## src/sv/energy_vad_segmenter_macros.svh

```systemverilog
// ----------------------------------------------------------------------------
// energy_vad_segmenter_macros.svh
// Assertion shorthands shared by the segmenter RTL. Every user module has
// clk_i and rst_ni in scope.
// ----------------------------------------------------------------------------
`ifndef ENERGY_VAD_SEGMENTER_MACROS_SVH
`define ENERGY_VAD_SEGMENTER_MACROS_SVH

// Same-cycle implication, checked out of reset.
`define EVS_ASSERT_NOW(lbl, ante, cons, msg) \
  lbl: assert property (@(posedge clk_i) disable iff (!rst_ni) (ante) |-> (cons)) \
    else $error(msg);

// Next-cycle implication, checked out of reset.
`define EVS_ASSERT_NEXT(lbl, ante, cons, msg) \
  lbl: assert property (@(posedge clk_i) disable iff (!rst_ni) (ante) |=> (cons)) \
    else $error(msg);

`endif

```

## src/sv/evs_pkg.sv

```systemverilog
// ----------------------------------------------------------------------------
// evs_pkg
// Types and fixed constants of the energy VAD segmenter.
// ----------------------------------------------------------------------------
`default_nettype none

package evs_pkg;

  // Fixed field widths
  localparam int SAMPLE_W   = 16;
  localparam int SQ_W       = 31;  // (-32768)^2 = 2^30 needs 31 bits
  localparam int ENERGY_W   = 42;
  localparam int INDEX_W    = 32;
  localparam int THR_W      = 31;
  localparam int LEN_CFG_W  = 20;
  localparam int SEG_LEN_W  = 20;
  localparam int CFG_DATA_W = 31;
  localparam int CFG_IDX_W  = 3;

  localparam logic [ENERGY_W-1:0] ENERGY_CAP = {ENERGY_W{1'b1}};

  // Register indexes
  localparam logic [CFG_IDX_W-1:0] REG_THRESHOLD = 3'd0;
  localparam logic [CFG_IDX_W-1:0] REG_PRE_ROLL  = 3'd1;
  localparam logic [CFG_IDX_W-1:0] REG_SILENCE   = 3'd2;
  localparam logic [CFG_IDX_W-1:0] REG_MIN_LEN   = 3'd3;
  localparam logic [CFG_IDX_W-1:0] REG_MAX_LEN   = 3'd4;

  // Register reset values
  localparam logic [THR_W-1:0]     RST_THRESHOLD = 31'd1073741;
  localparam logic [LEN_CFG_W-1:0] RST_PRE_ROLL  = 20'd4800;
  localparam logic [LEN_CFG_W-1:0] RST_SILENCE   = 20'd8000;
  localparam logic [LEN_CFG_W-1:0] RST_MIN_LEN   = 20'd4000;
  localparam logic [LEN_CFG_W-1:0] RST_MAX_LEN   = 20'd480000;

  typedef enum logic [1:0] {
    EV_NONE    = 2'd0,
    EV_ONSET   = 2'd1,
    EV_EMIT    = 2'd2,
    EV_DISCARD = 2'd3
  } event_e;

  typedef struct packed {
    logic signed [SAMPLE_W-1:0] sample;
    logic                       frame_last;
  } in_item_t;

  typedef struct packed {
    logic [1:0]           event_res;
    logic [INDEX_W-1:0]   seg_start;
    logic [SEG_LEN_W-1:0] seg_length;
    logic                 speech_active;
  } out_item_t;

  typedef struct packed {
    logic [THR_W-1:0]     threshold;
    logic [LEN_CFG_W-1:0] pre_roll;
    logic [LEN_CFG_W-1:0] silence_needed;
    logic [LEN_CFG_W-1:0] min_len;
    logic [LEN_CFG_W-1:0] max_len;
  } cfg_t;

endpackage

`default_nettype wire

```

## src/sv/evs_cfg_regs.sv

```systemverilog
// ----------------------------------------------------------------------------
// evs_cfg_regs
// Configuration register file, written by index, no read-back.
// ----------------------------------------------------------------------------
`default_nettype none

module evs_cfg_regs (
  input  wire logic                           clk_i,
  input  wire logic                           rst_ni,
  input  wire logic                           cfg_we_i,
  input  wire logic [evs_pkg::CFG_IDX_W-1:0]  cfg_idx_i,
  input  wire logic [evs_pkg::CFG_DATA_W-1:0] cfg_data_i,
  output evs_pkg::cfg_t                       cfg_o
);
  import evs_pkg::*;

  cfg_t cfg_q, cfg_d;

  // Decode the write
  always_comb begin
    cfg_d = cfg_q;
    if (cfg_we_i) begin
      case (cfg_idx_i)
        REG_THRESHOLD: cfg_d.threshold      = cfg_data_i[THR_W-1:0];
        REG_PRE_ROLL:  cfg_d.pre_roll       = cfg_data_i[LEN_CFG_W-1:0];
        REG_SILENCE:   cfg_d.silence_needed = cfg_data_i[LEN_CFG_W-1:0];
        REG_MIN_LEN:   cfg_d.min_len        = cfg_data_i[LEN_CFG_W-1:0];
        REG_MAX_LEN:   cfg_d.max_len        = cfg_data_i[LEN_CFG_W-1:0];
        default:       cfg_d = cfg_q;
      endcase
    end
  end

  always_ff @(posedge clk_i or negedge rst_ni) begin
    if (!rst_ni) begin
      cfg_q.threshold      <= RST_THRESHOLD;
      cfg_q.pre_roll       <= RST_PRE_ROLL;
      cfg_q.silence_needed <= RST_SILENCE;
      cfg_q.min_len        <= RST_MIN_LEN;
      cfg_q.max_len        <= RST_MAX_LEN;
    end else begin
      cfg_q <= cfg_d;
    end
  end

  assign cfg_o = cfg_q;

endmodule

`default_nettype wire

```

## src/sv/evs_frame_acc.sv

```systemverilog
// ----------------------------------------------------------------------------
// evs_frame_acc
// Input register, square register and per-frame energy accumulator. Emits one
// frame record (energy, length, first sample index) per frame end.
// ----------------------------------------------------------------------------
`default_nettype none
`include "energy_vad_segmenter_macros.svh"

module evs_frame_acc #(
  parameter int FRAME_MAX = 4096,
  parameter int FC_W      = 13
) (
  input  wire logic                            clk_i,
  input  wire logic                            rst_ni,
  // sample channel
  input  wire logic                            in_valid_i,
  output logic                                 in_ready_o,
  input  wire evs_pkg::in_item_t               in_data_i,
  // frame record channel
  output logic                                 frm_valid_o,
  input  wire logic                            frm_ready_i,
  output logic [evs_pkg::ENERGY_W-1:0]         frm_energy_o,
  output logic [FC_W-1:0]                      frm_len_o,
  output logic [evs_pkg::INDEX_W-1:0]          frm_start_o
);
  import evs_pkg::*;

  // Input register
  logic                       s1_v_q;
  logic signed [SAMPLE_W-1:0] s1_sample_q;
  logic                       s1_last_q;
  // Square register
  logic                       s2_v_q;
  logic [SQ_W-1:0]            s2_sq_q;
  logic                       s2_last_q;
  // Accumulator state
  logic [ENERGY_W-1:0]        energy_q, energy_d;
  logic [FC_W-1:0]            fcount_q, fcount_d;
  logic [INDEX_W-1:0]         sidx_q;
  logic [INDEX_W-1:0]         fstart_q;
  // Frame record register
  logic                       frm_v_q;
  logic [ENERGY_W-1:0]        frm_energy_q;
  logic [FC_W-1:0]            frm_len_q;
  logic [INDEX_W-1:0]         frm_start_q;

  logic                       s1_take, s1_free, s2_take, s2_free, s3_free;
  logic                       frame_end;
  logic signed [2*SAMPLE_W-1:0] sq_full;
  logic [ENERGY_W:0]          energy_sum;
  logic [ENERGY_W-1:0]        energy_sat;
  logic [FC_W-1:0]            fcount_inc;

  // Stage movement; samples that do not end a frame are absorbed even while
  // a frame record waits downstream.
  assign s3_free    = !frm_v_q || frm_ready_i;
  assign s2_take    = s2_v_q && (s3_free || !frame_end);
  assign s2_free    = !s2_v_q || s2_take;
  assign s1_take    = s1_v_q && s2_free;
  assign s1_free    = !s1_v_q || s1_take;
  assign in_ready_o = s1_free;

  // Square of the registered sample
  assign sq_full = s1_sample_q * s1_sample_q;

  // Saturating accumulate and frame end detection
  assign energy_sum = {1'b0, energy_q} + (ENERGY_W+1)'(s2_sq_q);
  assign energy_sat = energy_sum[ENERGY_W] ? ENERGY_CAP : energy_sum[ENERGY_W-1:0];
  assign fcount_inc = fcount_q + FC_W'(1);
  assign frame_end  = s2_last_q || (fcount_inc == FC_W'(FRAME_MAX));

  always_comb begin
    energy_d = energy_q;
    fcount_d = fcount_q;
    if (s2_take) begin
      energy_d = frame_end ? '0 : energy_sat;
      fcount_d = frame_end ? '0 : fcount_inc;
    end
  end

  // Control and state registers
  always_ff @(posedge clk_i or negedge rst_ni) begin
    if (!rst_ni) begin
      s1_v_q   <= 1'b0;
      s2_v_q   <= 1'b0;
      frm_v_q  <= 1'b0;
      energy_q <= '0;
      fcount_q <= '0;
      sidx_q   <= '0;
      fstart_q <= '0;
    end else begin
      if (s1_free) begin
        s1_v_q <= in_valid_i;
      end
      if (s2_free) begin
        s2_v_q <= s1_v_q;
      end
      if (s2_take && frame_end) begin
        frm_v_q <= 1'b1;
      end else if (frm_ready_i) begin
        frm_v_q <= 1'b0;
      end
      energy_q <= energy_d;
      fcount_q <= fcount_d;
      if (s2_take) begin
        sidx_q <= sidx_q + INDEX_W'(1);
        if (frame_end) begin
          fstart_q <= sidx_q + INDEX_W'(1);
        end
      end
    end
  end

  // Payload registers
  always_ff @(posedge clk_i) begin
    if (in_valid_i && s1_free) begin
      s1_sample_q <= in_data_i.sample;
      s1_last_q   <= in_data_i.frame_last;
    end
    if (s1_take) begin
      s2_sq_q   <= sq_full[SQ_W-1:0];
      s2_last_q <= s1_last_q;
    end
    if (s2_take && frame_end) begin
      frm_energy_q <= energy_sat;
      frm_len_q    <= fcount_inc;
      frm_start_q  <= fstart_q;
    end
  end

  assign frm_valid_o  = frm_v_q;
  assign frm_energy_o = frm_energy_q;
  assign frm_len_o    = frm_len_q;
  assign frm_start_o  = frm_start_q;

  // Checks
  `EVS_ASSERT_NOW(a_fcount_range, 1'b1, fcount_q < FC_W'(FRAME_MAX), "frame count overran")
  `EVS_ASSERT_NOW(a_empty_frame, fcount_q == '0, energy_q == '0, "energy left in empty frame")
  `EVS_ASSERT_NEXT(a_index_step, s2_take, sidx_q == $past(sidx_q) + INDEX_W'(1), "index skipped")

endmodule

`default_nettype wire

```

## src/sv/evs_seg_fsm.sv

```systemverilog
// ----------------------------------------------------------------------------
// evs_seg_fsm
// Threshold product register, voiced decision, idle/speech segment machine
// and result register.
// ----------------------------------------------------------------------------
`default_nettype none
`include "energy_vad_segmenter_macros.svh"

module evs_seg_fsm #(
  parameter int FC_W        = 13,
  parameter int LENGTH_BITS = 20
) (
  input  wire logic                       clk_i,
  input  wire logic                       rst_ni,
  input  wire evs_pkg::cfg_t              cfg_i,
  // frame record channel
  input  wire logic                       frm_valid_i,
  output logic                            frm_ready_o,
  input  wire logic [evs_pkg::ENERGY_W-1:0] frm_energy_i,
  input  wire logic [FC_W-1:0]            frm_len_i,
  input  wire logic [evs_pkg::INDEX_W-1:0] frm_start_i,
  // result channel
  output logic                            out_valid_o,
  input  wire logic                       out_ready_i,
  output evs_pkg::out_item_t              out_data_o
);
  import evs_pkg::*;

  localparam int LB  = LENGTH_BITS;
  localparam int CW  = (LB > LEN_CFG_W) ? LB : LEN_CFG_W;
  localparam int PW  = THR_W + FC_W;
  localparam int PEW = (PW > ENERGY_W) ? PW : ENERGY_W;
  localparam logic [CW:0] LEN_CAP = (CW+1)'((64'd1 << LB) - 64'd1);

  // Saturating add of a frame length to a counter
  function automatic logic [LB-1:0] sat_add(input logic [CW-1:0] a, input logic [FC_W-1:0] b);
    logic [CW:0] s;
    s = (CW+1)'(a) + (CW+1)'(b);
    return (s > LEN_CAP) ? {LB{1'b1}} : s[LB-1:0];
  endfunction

  // Product stage registers
  logic                s4_v_q;
  logic [ENERGY_W-1:0] s4_energy_q;
  logic [ENERGY_W-1:0] s4_prod_q;
  logic [FC_W-1:0]     s4_len_q;
  logic [INDEX_W-1:0]  s4_start_q;
  // Segment state
  logic                speech_q, speech_d;
  logic [LB-1:0]       idle_q, idle_d;
  logic [LB-1:0]       seglen_q, seglen_d;
  logic [LB-1:0]       silence_q, silence_d;
  logic [INDEX_W-1:0]  segbeg_q, segbeg_d;
  // Result register
  logic                out_v_q;
  out_item_t           out_q, out_d;

  logic                out_free, s4_take, s4_free;
  logic [PW-1:0]       prod_full;
  logic [PEW-1:0]      prod_ext;
  logic [ENERGY_W-1:0] prod_sat;
  logic                voiced;
  logic [CW-1:0]       pre_w;
  logic [LB-1:0]       sl_w, sr_w;
  logic [INDEX_W-1:0]  seglen_ext;
  event_e              ev;

  // Stage movement
  assign out_free    = !out_v_q || out_ready_i;
  assign s4_take     = s4_v_q && out_free;
  assign s4_free     = !s4_v_q || s4_take;
  assign frm_ready_o = s4_free;

  // Threshold times frame length, saturated
  assign prod_full = cfg_i.threshold * frm_len_i;
  assign prod_ext  = PEW'(prod_full);
  assign prod_sat  = (prod_ext > PEW'(ENERGY_CAP)) ? ENERGY_CAP : prod_ext[ENERGY_W-1:0];

  // Frame decision and candidate counter values
  assign voiced = s4_energy_q >= s4_prod_q;
  assign pre_w  = (CW'(idle_q) < CW'(cfg_i.pre_roll)) ? CW'(idle_q) : CW'(cfg_i.pre_roll);
  assign sl_w   = sat_add(CW'(seglen_q), s4_len_q);
  assign sr_w   = sat_add(CW'(silence_q), s4_len_q);

  // Segment machine
  always_comb begin
    speech_d  = speech_q;
    idle_d    = idle_q;
    seglen_d  = seglen_q;
    silence_d = silence_q;
    segbeg_d  = segbeg_q;
    ev        = EV_NONE;
    if (s4_take) begin
      if (!speech_q) begin
        if (voiced) begin
          // onset: pull in pre-roll, onset frame counted once
          segbeg_d  = s4_start_q - INDEX_W'(pre_w);
          seglen_d  = sat_add(pre_w, s4_len_q);
          silence_d = '0;
          idle_d    = '0;
          speech_d  = 1'b1;
          ev        = EV_ONSET;
        end else begin
          idle_d = sat_add(CW'(idle_q), s4_len_q);
        end
      end else begin
        seglen_d = sl_w;
        if (CW'(sl_w) >= CW'(cfg_i.max_len)) begin
          // hard cap
          speech_d = 1'b0;
          idle_d   = '0;
          ev       = EV_EMIT;
        end else if (voiced) begin
          silence_d = '0;
        end else begin
          silence_d = sr_w;
          if (CW'(sr_w) >= CW'(cfg_i.silence_needed)) begin
            speech_d = 1'b0;
            idle_d   = '0;
            ev       = (CW'(sl_w) < CW'(cfg_i.min_len)) ? EV_DISCARD : EV_EMIT;
          end
        end
      end
    end
  end

  // Result assembly
  assign seglen_ext = INDEX_W'(seglen_d);

  always_comb begin
    out_d.event_res     = ev;
    out_d.seg_start     = segbeg_d;
    out_d.seg_length    = seglen_ext[SEG_LEN_W-1:0];
    out_d.speech_active = speech_d;
  end

  // Control and state registers
  always_ff @(posedge clk_i or negedge rst_ni) begin
    if (!rst_ni) begin
      s4_v_q    <= 1'b0;
      out_v_q   <= 1'b0;
      speech_q  <= 1'b0;
      idle_q    <= '0;
      seglen_q  <= '0;
      silence_q <= '0;
      segbeg_q  <= '0;
    end else begin
      if (s4_free) begin
        s4_v_q <= frm_valid_i;
      end
      if (s4_take && (ev != EV_NONE)) begin
        out_v_q <= 1'b1;
      end else if (out_ready_i) begin
        out_v_q <= 1'b0;
      end
      speech_q  <= speech_d;
      idle_q    <= idle_d;
      seglen_q  <= seglen_d;
      silence_q <= silence_d;
      segbeg_q  <= segbeg_d;
    end
  end

  // Payload registers
  always_ff @(posedge clk_i) begin
    if (frm_valid_i && s4_free) begin
      s4_energy_q <= frm_energy_i;
      s4_prod_q   <= prod_sat;
      s4_len_q    <= frm_len_i;
      s4_start_q  <= frm_start_i;
    end
    if (s4_take && (ev != EV_NONE)) begin
      out_q <= out_d;
    end
  end

  assign out_valid_o = out_v_q;
  assign out_data_o  = out_q;

  // Checks
  `EVS_ASSERT_NOW(a_real_event, out_v_q, out_q.event_res != EV_NONE, "empty result shown")
  `EVS_ASSERT_NOW(a_active_onset, out_v_q, out_q.speech_active == (out_q.event_res == EV_ONSET), "speech flag disagrees with event")
  `EVS_ASSERT_NOW(a_idle_clear, speech_q, idle_q == '0, "idle run kept during speech")

endmodule

`default_nettype wire

```

## src/sv/energy_vad_segmenter.sv

```systemverilog
// ----------------------------------------------------------------------------
// energy_vad_segmenter
// Energy-threshold voice activity detector: frames the sample stream, marks
// each frame voiced or unvoiced and reports speech segments as start index
// and length.
//
//   channel   direction  handshake            payload
//   in        input      in_valid/in_ready    sample, frame_last
//   out       output     out_valid/out_ready  event_res, seg_start, ...
//   cfg       input      cfg_we               cfg_idx, cfg_data
//
// One sample is taken per cycle unless a stalled result holds a frame end; the square, the accumulate, the
// threshold product and the segment step each own one register stage.
// After the frame's last sample is taken, its result passes the square, frame record, product and result registers.
// Reset clears all control state at once and loads the register defaults; there is no start-up sweep.
// A stalled result holds the frame stage, while samples inside a frame keep
// being absorbed by the accumulator.
// ----------------------------------------------------------------------------
`default_nettype none

module energy_vad_segmenter #(
  parameter int FRAME_MAX   = 4096,
  parameter int LENGTH_BITS = 20
) (
  input  wire logic                           clk_i,
  input  wire logic                           rst_ni,
  input  wire logic                           in_valid_i,
  output logic                                in_ready_o,
  input  wire evs_pkg::in_item_t              in_data_i,
  output logic                                out_valid_o,
  input  wire logic                           out_ready_i,
  output evs_pkg::out_item_t                  out_data_o,
  input  wire logic                           cfg_we_i,
  input  wire logic [evs_pkg::CFG_IDX_W-1:0]  cfg_idx_i,
  input  wire logic [evs_pkg::CFG_DATA_W-1:0] cfg_data_i
);
  import evs_pkg::*;

  localparam int FC_W = $clog2(FRAME_MAX + 1);

  cfg_t                cfg;
  logic                frm_valid, frm_ready;
  logic [ENERGY_W-1:0] frm_energy;
  logic [FC_W-1:0]     frm_len;
  logic [INDEX_W-1:0]  frm_start;

  evs_cfg_regs u_cfg (
    .clk_i      (clk_i),
    .rst_ni     (rst_ni),
    .cfg_we_i   (cfg_we_i),
    .cfg_idx_i  (cfg_idx_i),
    .cfg_data_i (cfg_data_i),
    .cfg_o      (cfg)
  );

  evs_frame_acc #(
    .FRAME_MAX (FRAME_MAX),
    .FC_W      (FC_W)
  ) u_frame (
    .clk_i        (clk_i),
    .rst_ni       (rst_ni),
    .in_valid_i   (in_valid_i),
    .in_ready_o   (in_ready_o),
    .in_data_i    (in_data_i),
    .frm_valid_o  (frm_valid),
    .frm_ready_i  (frm_ready),
    .frm_energy_o (frm_energy),
    .frm_len_o    (frm_len),
    .frm_start_o  (frm_start)
  );

  evs_seg_fsm #(
    .FC_W        (FC_W),
    .LENGTH_BITS (LENGTH_BITS)
  ) u_seg (
    .clk_i        (clk_i),
    .rst_ni       (rst_ni),
    .cfg_i        (cfg),
    .frm_valid_i  (frm_valid),
    .frm_ready_o  (frm_ready),
    .frm_energy_i (frm_energy),
    .frm_len_i    (frm_len),
    .frm_start_i  (frm_start),
    .out_valid_o  (out_valid_o),
    .out_ready_i  (out_ready_i),
    .out_data_o   (out_data_o)
  );

endmodule

`default_nettype wire
```

## config.mk

```make
export PLATFORM = sky130hd
export DESIGN_NAME = energy_vad_segmenter
export DESIGN_NICKNAME = d
export VERILOG_FILES = /design/src/sv/evs_pkg.sv /design/src/sv/evs_cfg_regs.sv /design/src/sv/evs_frame_acc.sv /design/src/sv/evs_seg_fsm.sv /design/src/sv/energy_vad_segmenter.sv
export VERILOG_INCLUDE_DIRS = /design/src /design/src/sv
export SDC_FILE = /design/constraint.sdc
export NUM_CORES = 2
export LEC_CHECK = 0
export BUFFER_PORTS_ARGS = -buffer_cell sky130_fd_sc_hd__buf_4
export CAP_MARGIN = 20
export CORE_MARGIN = 5
export CORE_UTILIZATION = 25
export CTS_CLUSTER_DIAMETER = 40
export DETAILED_ROUTE_END_ITERATION = 16
export PLACE_DENSITY = 0.47
export SLEW_MARGIN = 20
export SYNTH_ARGS = -nofsm -noshare
export SYNTH_HDL_FRONTEND = slang
export SYNTH_SLANG_ARGS = --single-unit
```

## constraint.sdc

```tcl
create_clock -name clk_i -period 13.5 [get_ports clk_i]
set_input_delay 2.025 -clock clk_i [delete_from_list [all_inputs] [get_ports clk_i]]
set_output_delay 2.025 -clock clk_i [all_outputs]
set_load 0.01 [all_outputs]
```

== Word-level counts from Yosys, hierarchy flattened ==
Cells that the tools add are included.
Operators by class
  $add $sub $neg: 8
  multipliers: 2
  order comparisons: 10
  equal/unequal tests: 8
  muxes and demuxes: 40
  reductions and logical operators: 33
Operators with widths (number)
  two-way mux 20 bit: 17
  two-way mux 32 bit: 3
  adder 20 x 13 -> 21 bit: 4
  greater-than comparator 21 x 20 -> 1 bit (second input constant): 4
  two-way mux 42 bit: 2
  greater-than comparator 44 x 42 -> 1 bit (second input constant): 1
  multiplier 31 x 13 -> 44 bit: 1
  adder 42 x 31 -> 43 bit: 1
  >= comparator 42 bit: 1
  >= comparator 20 bit: 2
  less-than comparator 20 bit: 2
  adder 32 x 1 -> 32 bit (second input constant): 1
  subtractor 32 x 20 -> 32 bit: 1
  multiplier 16 x 16 -> 31 bit: 1
  adder 13 x 1 -> 13 bit (second input constant): 1
  equality test 13 bit (second input constant): 1
  two-way mux 13 bit: 1
  two-way mux 1 bit: 12
  AND reduction 2 bit: 6
  two-way mux 2 bit: 5
  nonzero test 2 bit: 4
  logical AND 1 bit: 7
  logical OR 1 bit: 7
  equality test 3 x 2 -> 1 bit (second input constant): 2
  7 further kinds: 14
Word-level totals
  register bits: 648
  input port bits: 56

== Longest topological paths before layout ==
  depth in word-level cells: 13
  gate-level depth with buffers: 27

== Hierarchy ==
Synthesis repeated with hierarchy kept, for this count alone.
Second synthesis, totals
  cell total of the unflattened synthesis: 5307
  area total of the unflattened synthesis: 54084.4 um^2
By module, submodules not included
  evs_seg_fsm: instances 1, cells an instance 3095, area each 29318.1 um^2, seq. area each 7902.6 um^2
  evs_frame_acc: instances 1, cells an instance 1974, area each 20518.4 um^2, seq. area each 7106.8 um^2
  evs_cfg_regs: instances 1, cells an instance 238, area each 4247.8 um^2, seq. area each 2816.5 um^2

== Worst setup path after synthesis ==
OpenSTA, ideal clock, no wires.
  kind: register -> register
  from: reg u_frame.s1_sample_q[15]
  to: reg u_frame.s2_sq_q[30], data pin
  library setup time: 0.260 ns
  arrival: 6.172 ns
  data required time: 13.240 ns
  slack: 7.068 ns
  stages on the path, launching flop included: 22
  buffers on the path: 2
  cell sequence: edfxtp_1 -> clkbuf_1 -> inv_1 -> clkbuf_1 -> nor2_1 -> fa_1 -> fa_1 -> inv_1 -> fa_1 -> inv_1 -> fa_1 -> fa_1 -> fa_1 -> ha_1 -> a21o_1 -> a21oi_1 -> nor2_1 -> a211oi_1 -> o311a_1 -> o21bai_1 -> a21oi_1 -> xnor2_1
Between the ends
  longest elaborated chain between the ends: 1
Ends and longest elaborated chain
  from (decl): line evs_frame_acc.sv:30  | logic signed [SAMPLE_W-1:0] s1_sample_q;
  from (signal assigned): line evs_frame_acc.sv:117  | s1_sample_q <= in_data_i.sample;
  multiplier 16 x 16 -> 31 bit: line evs_frame_acc.sv:64  | assign sq_full = s1_sample_q * s1_sample_q;
  named net u_frame.sq_full[30]: line evs_frame_acc.sv:49  | logic signed [2*SAMPLE_W-1:0] sq_full;
  to (signal assigned): line evs_frame_acc.sv:121  | s2_sq_q <= sq_full[SQ_W-1:0];
  to (decl): line evs_frame_acc.sv:34  | logic [SQ_W-1:0] s2_sq_q;
The timed path passes the listed nets, and every way through them passes these cells.
A chain may end at the register's enable or synchronous reset.

== Worst setup path in the final report ==
  from: reg u_frame.frm_len_q[9], in the netlist u_frame.frm_len_o[9]
  to: reg u_seg.s4_prod_q[7], data pin
Between the ends
  longest elaborated chain between the ends: 2
Ends and longest elaborated chain
  from (decl): line evs_frame_acc.sv:44  | logic [FC_W-1:0] frm_len_q;
  from (signal assigned): line evs_frame_acc.sv:126  | frm_len_q <= fcount_inc;
  multiplier 31 x 13 -> 44 bit: line evs_seg_fsm.sv:75  | assign prod_full = cfg_i.threshold * frm_len_i;
  greater-than comparator 44 x 42 -> 1 bit: line evs_seg_fsm.sv:77  | assign prod_sat = (prod_ext > PEW'(ENERGY_CAP)) ? ENERGY_CAP : prod_ext[ENERGY_W-1:0];
  to (signal assigned): line evs_seg_fsm.sv:168  | s4_prod_q <= prod_sat;
  to (decl): line evs_seg_fsm.sv:45  | logic [ENERGY_W-1:0] s4_prod_q;
Every way passes these cells.

==> qor.yml <==
outcome: "completed"
wire_per_inst_um: 16.8
seq_area_frac_synth_pct: 33.5
io_pins: 113
syn-num-nets: 6234
clock.fmax_ghz: 0.135
core_um2: 212000
syn_inst: 5224
chipWidth_um: 471
syn_to_final_growth_pct: 17.3
synth.yosys.warnings: 0
portBuffers: 112
htreeDepth: 4
cp-end-kind: "flop"
dieArea_um2: 222000
die_h_um: 471
crit_fanout: 42
finalClockSkew_ps: 87.6
syn_area_um2: 53200
vias: 37000
grt_pass1_wl_mm: 224
startpoint: "u_frame.frm_len_o[9]"
final_common_cell: "inv_1"
drv_slew: 0
clk_latency_ps: 780
drtAntennaViolNets: 0
slew_headroom_pct: 38.5
fin_tns_setup_ps: 0
setup_viol: 0
grt-ovfl-total: 0
mostFrequentLayoutCells: "794 x inv_1, 686 x nand2_1, 557 x fa_1"
arrival_ps: 7880
clockBufferDepth: 3
ys_ff_latch: 647
drv_cap: 0
path_clk_slew_ps: 50
cp_slowest_cell: "edfxtp_1"
drt_pre_antenna_iters: 5
crit_top_cell: "fa_1"
startpoint_type: "flop"
ys.flop_type: "edfxtp_1"
period_needed_ps: 7430
async_flop_share_pct: 50.7
yosysTopAreaCellShare_pct: 21.0
post-route-period-util_pct: 55.0
hpwl_mm: 106
drt_iter0_drc: 1626
cts_setup_buffers: 0
tightestPinTransition_ps: 919
cts_tree: "yes"
synth_top_area_cell: "fa_1"
synth_edf_count: 319
hold_buffers: 0
cts_root_buffer: "clkbuf_16"
cts.repair.resized: 0
gp_congestion: 0.811
cp.required_ps: 13950
min_from: "u_frame.frm_energy_o[22]"
postSynthAreaPerCell_um2: 10.2
timing.rr.start: "u_frame.frm_len_o[9]"
finalHoldViolCount: 0
placementRows: 169
num-nets-final: 6345
cts.sinks: 647
drc: 0
drive_gt1_share_pct: 10.2
tritoncts.num_buffers: 140
groute.usage.overall_pct: 12.6
critPathMaxStageDelay_ps: 750
grt_pass1_vias: 39600
holdCritPathClass: "flop to flop"
synthTopCellsByArea: "fa_1 21%, edfxtp_1 18%, dfrtp_1 14%"
antenna_found_initial: 2
grt_max_degree: 136
start_util_pct: 25.1
route.final.wire_length_mm: 139
crit_chain: "buf_4, nand2_1, fa_1, fa_1, inv_1, fa_1, fa_1, inv_1, fa_1, inv_1, ha_1, and3_1, nand4_1, nor3_1, nor2_1, o21ai_0, a21o_1, o221ai_1, o31ai_1, mux2i_4, buf_4, o21ai_0"
worstSetupPathType: "flop to flop"
rsz0062_at_grt: "no"
ys_types: 77
viasPerCell: 4.47
logic make-up (layout without fill, tap and decap cells):
kind of cell | Yosys count | after routing | synth area share, %
and+or+nand+nor | 1434 | 1434 | 12.7
buffers and inverters | 985 | 1216 | 7.01
DFF | 647 | 647 | 33.5
other | 0 | 1 | 0
muxes | 82 | 82 | 1.71
AOI/OAI and AO/OA | 881 | 881 | 10.8
adders and majority gates | 954 | 954 | 30.3
xor gates and xnor gates | 241 | 241 | 3.97
critical path, delay by kind of cell, from the launching register on:
| kind | cells | cell delay, ps |
|---|---|---|
| adder cells (fa/ha/maj) | 6 | 2970 |
| AO/OA/AOI/OAI | 5 | 1350 |
| buffers and inverters | 5 | 920 |
| AND/OR/NAND/NOR | 5 | 800 |
| flip-flops | 1 | 750 |
| multiplexers | 1 | 300 |
Yosys cell counts, types with 25 or more instances:
cell type / n
ha_1: 397
dfstp_2: 31
edfxtp_1: 319
fa_1: 557
xnor2_1: 146
a21o_1: 118
nor2b_1: 34
and2_1: 217
inv_1: 795
a22o_1: 60
dfrtp_1: 297
mux2_2: 69
and3_1: 35
nand4_1: 39
nor2_1: 176
a21oi_1: 178
nand3_1: 77
o211ai_1: 25
nand2b_1: 39
nand2_1: 687
o21a_1: 35
nor3_1: 45
clkbuf_1: 158
xor2_1: 95
o21ai_0: 241
routing by layer:
metal	vias up	share of wire [%]	GRT usage, %
met3	204	3.5	1.83
met5	-	0	0
li1	17500	-	-
met4	0	2.9	4.22
met2	668	48	21.2
met1	18600	45	16.7
flip-flops by register name, indices dropped and copies added, names as in the netlist, 30 cells and up:
signal / flops
u_frame.sidx_q: 32
u_cfg.cfg_o: 111
u_frame.s2_sq_q: 30
u_frame.frm_start_o: 32
u_seg.s4_energy_q: 42
u_frame.energy_q: 42
u_frame.fstart_q: 32
u_frame.frm_energy_o: 42
u_seg.s4_prod_q: 42
u_seg.segbeg_q: 32
u_seg.out_data_o: 55
u_seg.s4_start_q: 32
per-stage QoR:
step	hold WS [ps]	cells	worst slack, ps	util (%)	cell area (µm²)
5_1_grt	416	8277	5700	29.5	62400
3_3_place_gp	404	8013	6150	27.0	57200
4_1_cts	411	8275	6080	29.4	62400
3_5_place_dp	405	8013	6130	27.0	57200
6_report	404	8277	6070	29.5	62400
2_1_floorplan	400	5224	7070	-	53200
cell type report:
type | count | area, µm²
flip-flops and latches | 647 | 17800
clock inverters | 103 | 1430
diodes | 1 | 2.50
inverters | 795 | 2990
multi-input cells | 3592 | 31700
clock buffers | 159 | 3700
repair buffers | 159 | 1240
fillers | 22100 | 149000
well taps | 2821 | 3530
worst paths after layout:
path	cells past startpoint	endpoint	slack, ps
setup / recovery	22	u_seg.s4_prod_q[7]	6070
min in group asynchronous	1	u_cfg.cfg_o[110]	1170
hold reg to reg	0	u_seg.s4_energy_q[22]	400
hold / removal	0	u_seg.s4_energy_q[22]	400
setup reg to reg	22	u_seg.s4_prod_q[7]	6070
max in group asynchronous	4	u_seg.segbeg_q[18]	9840
Power is left out: the tool's default activity adds up to more than one toggle a clock period on the data nets, which glitch-free logic cannot reach.
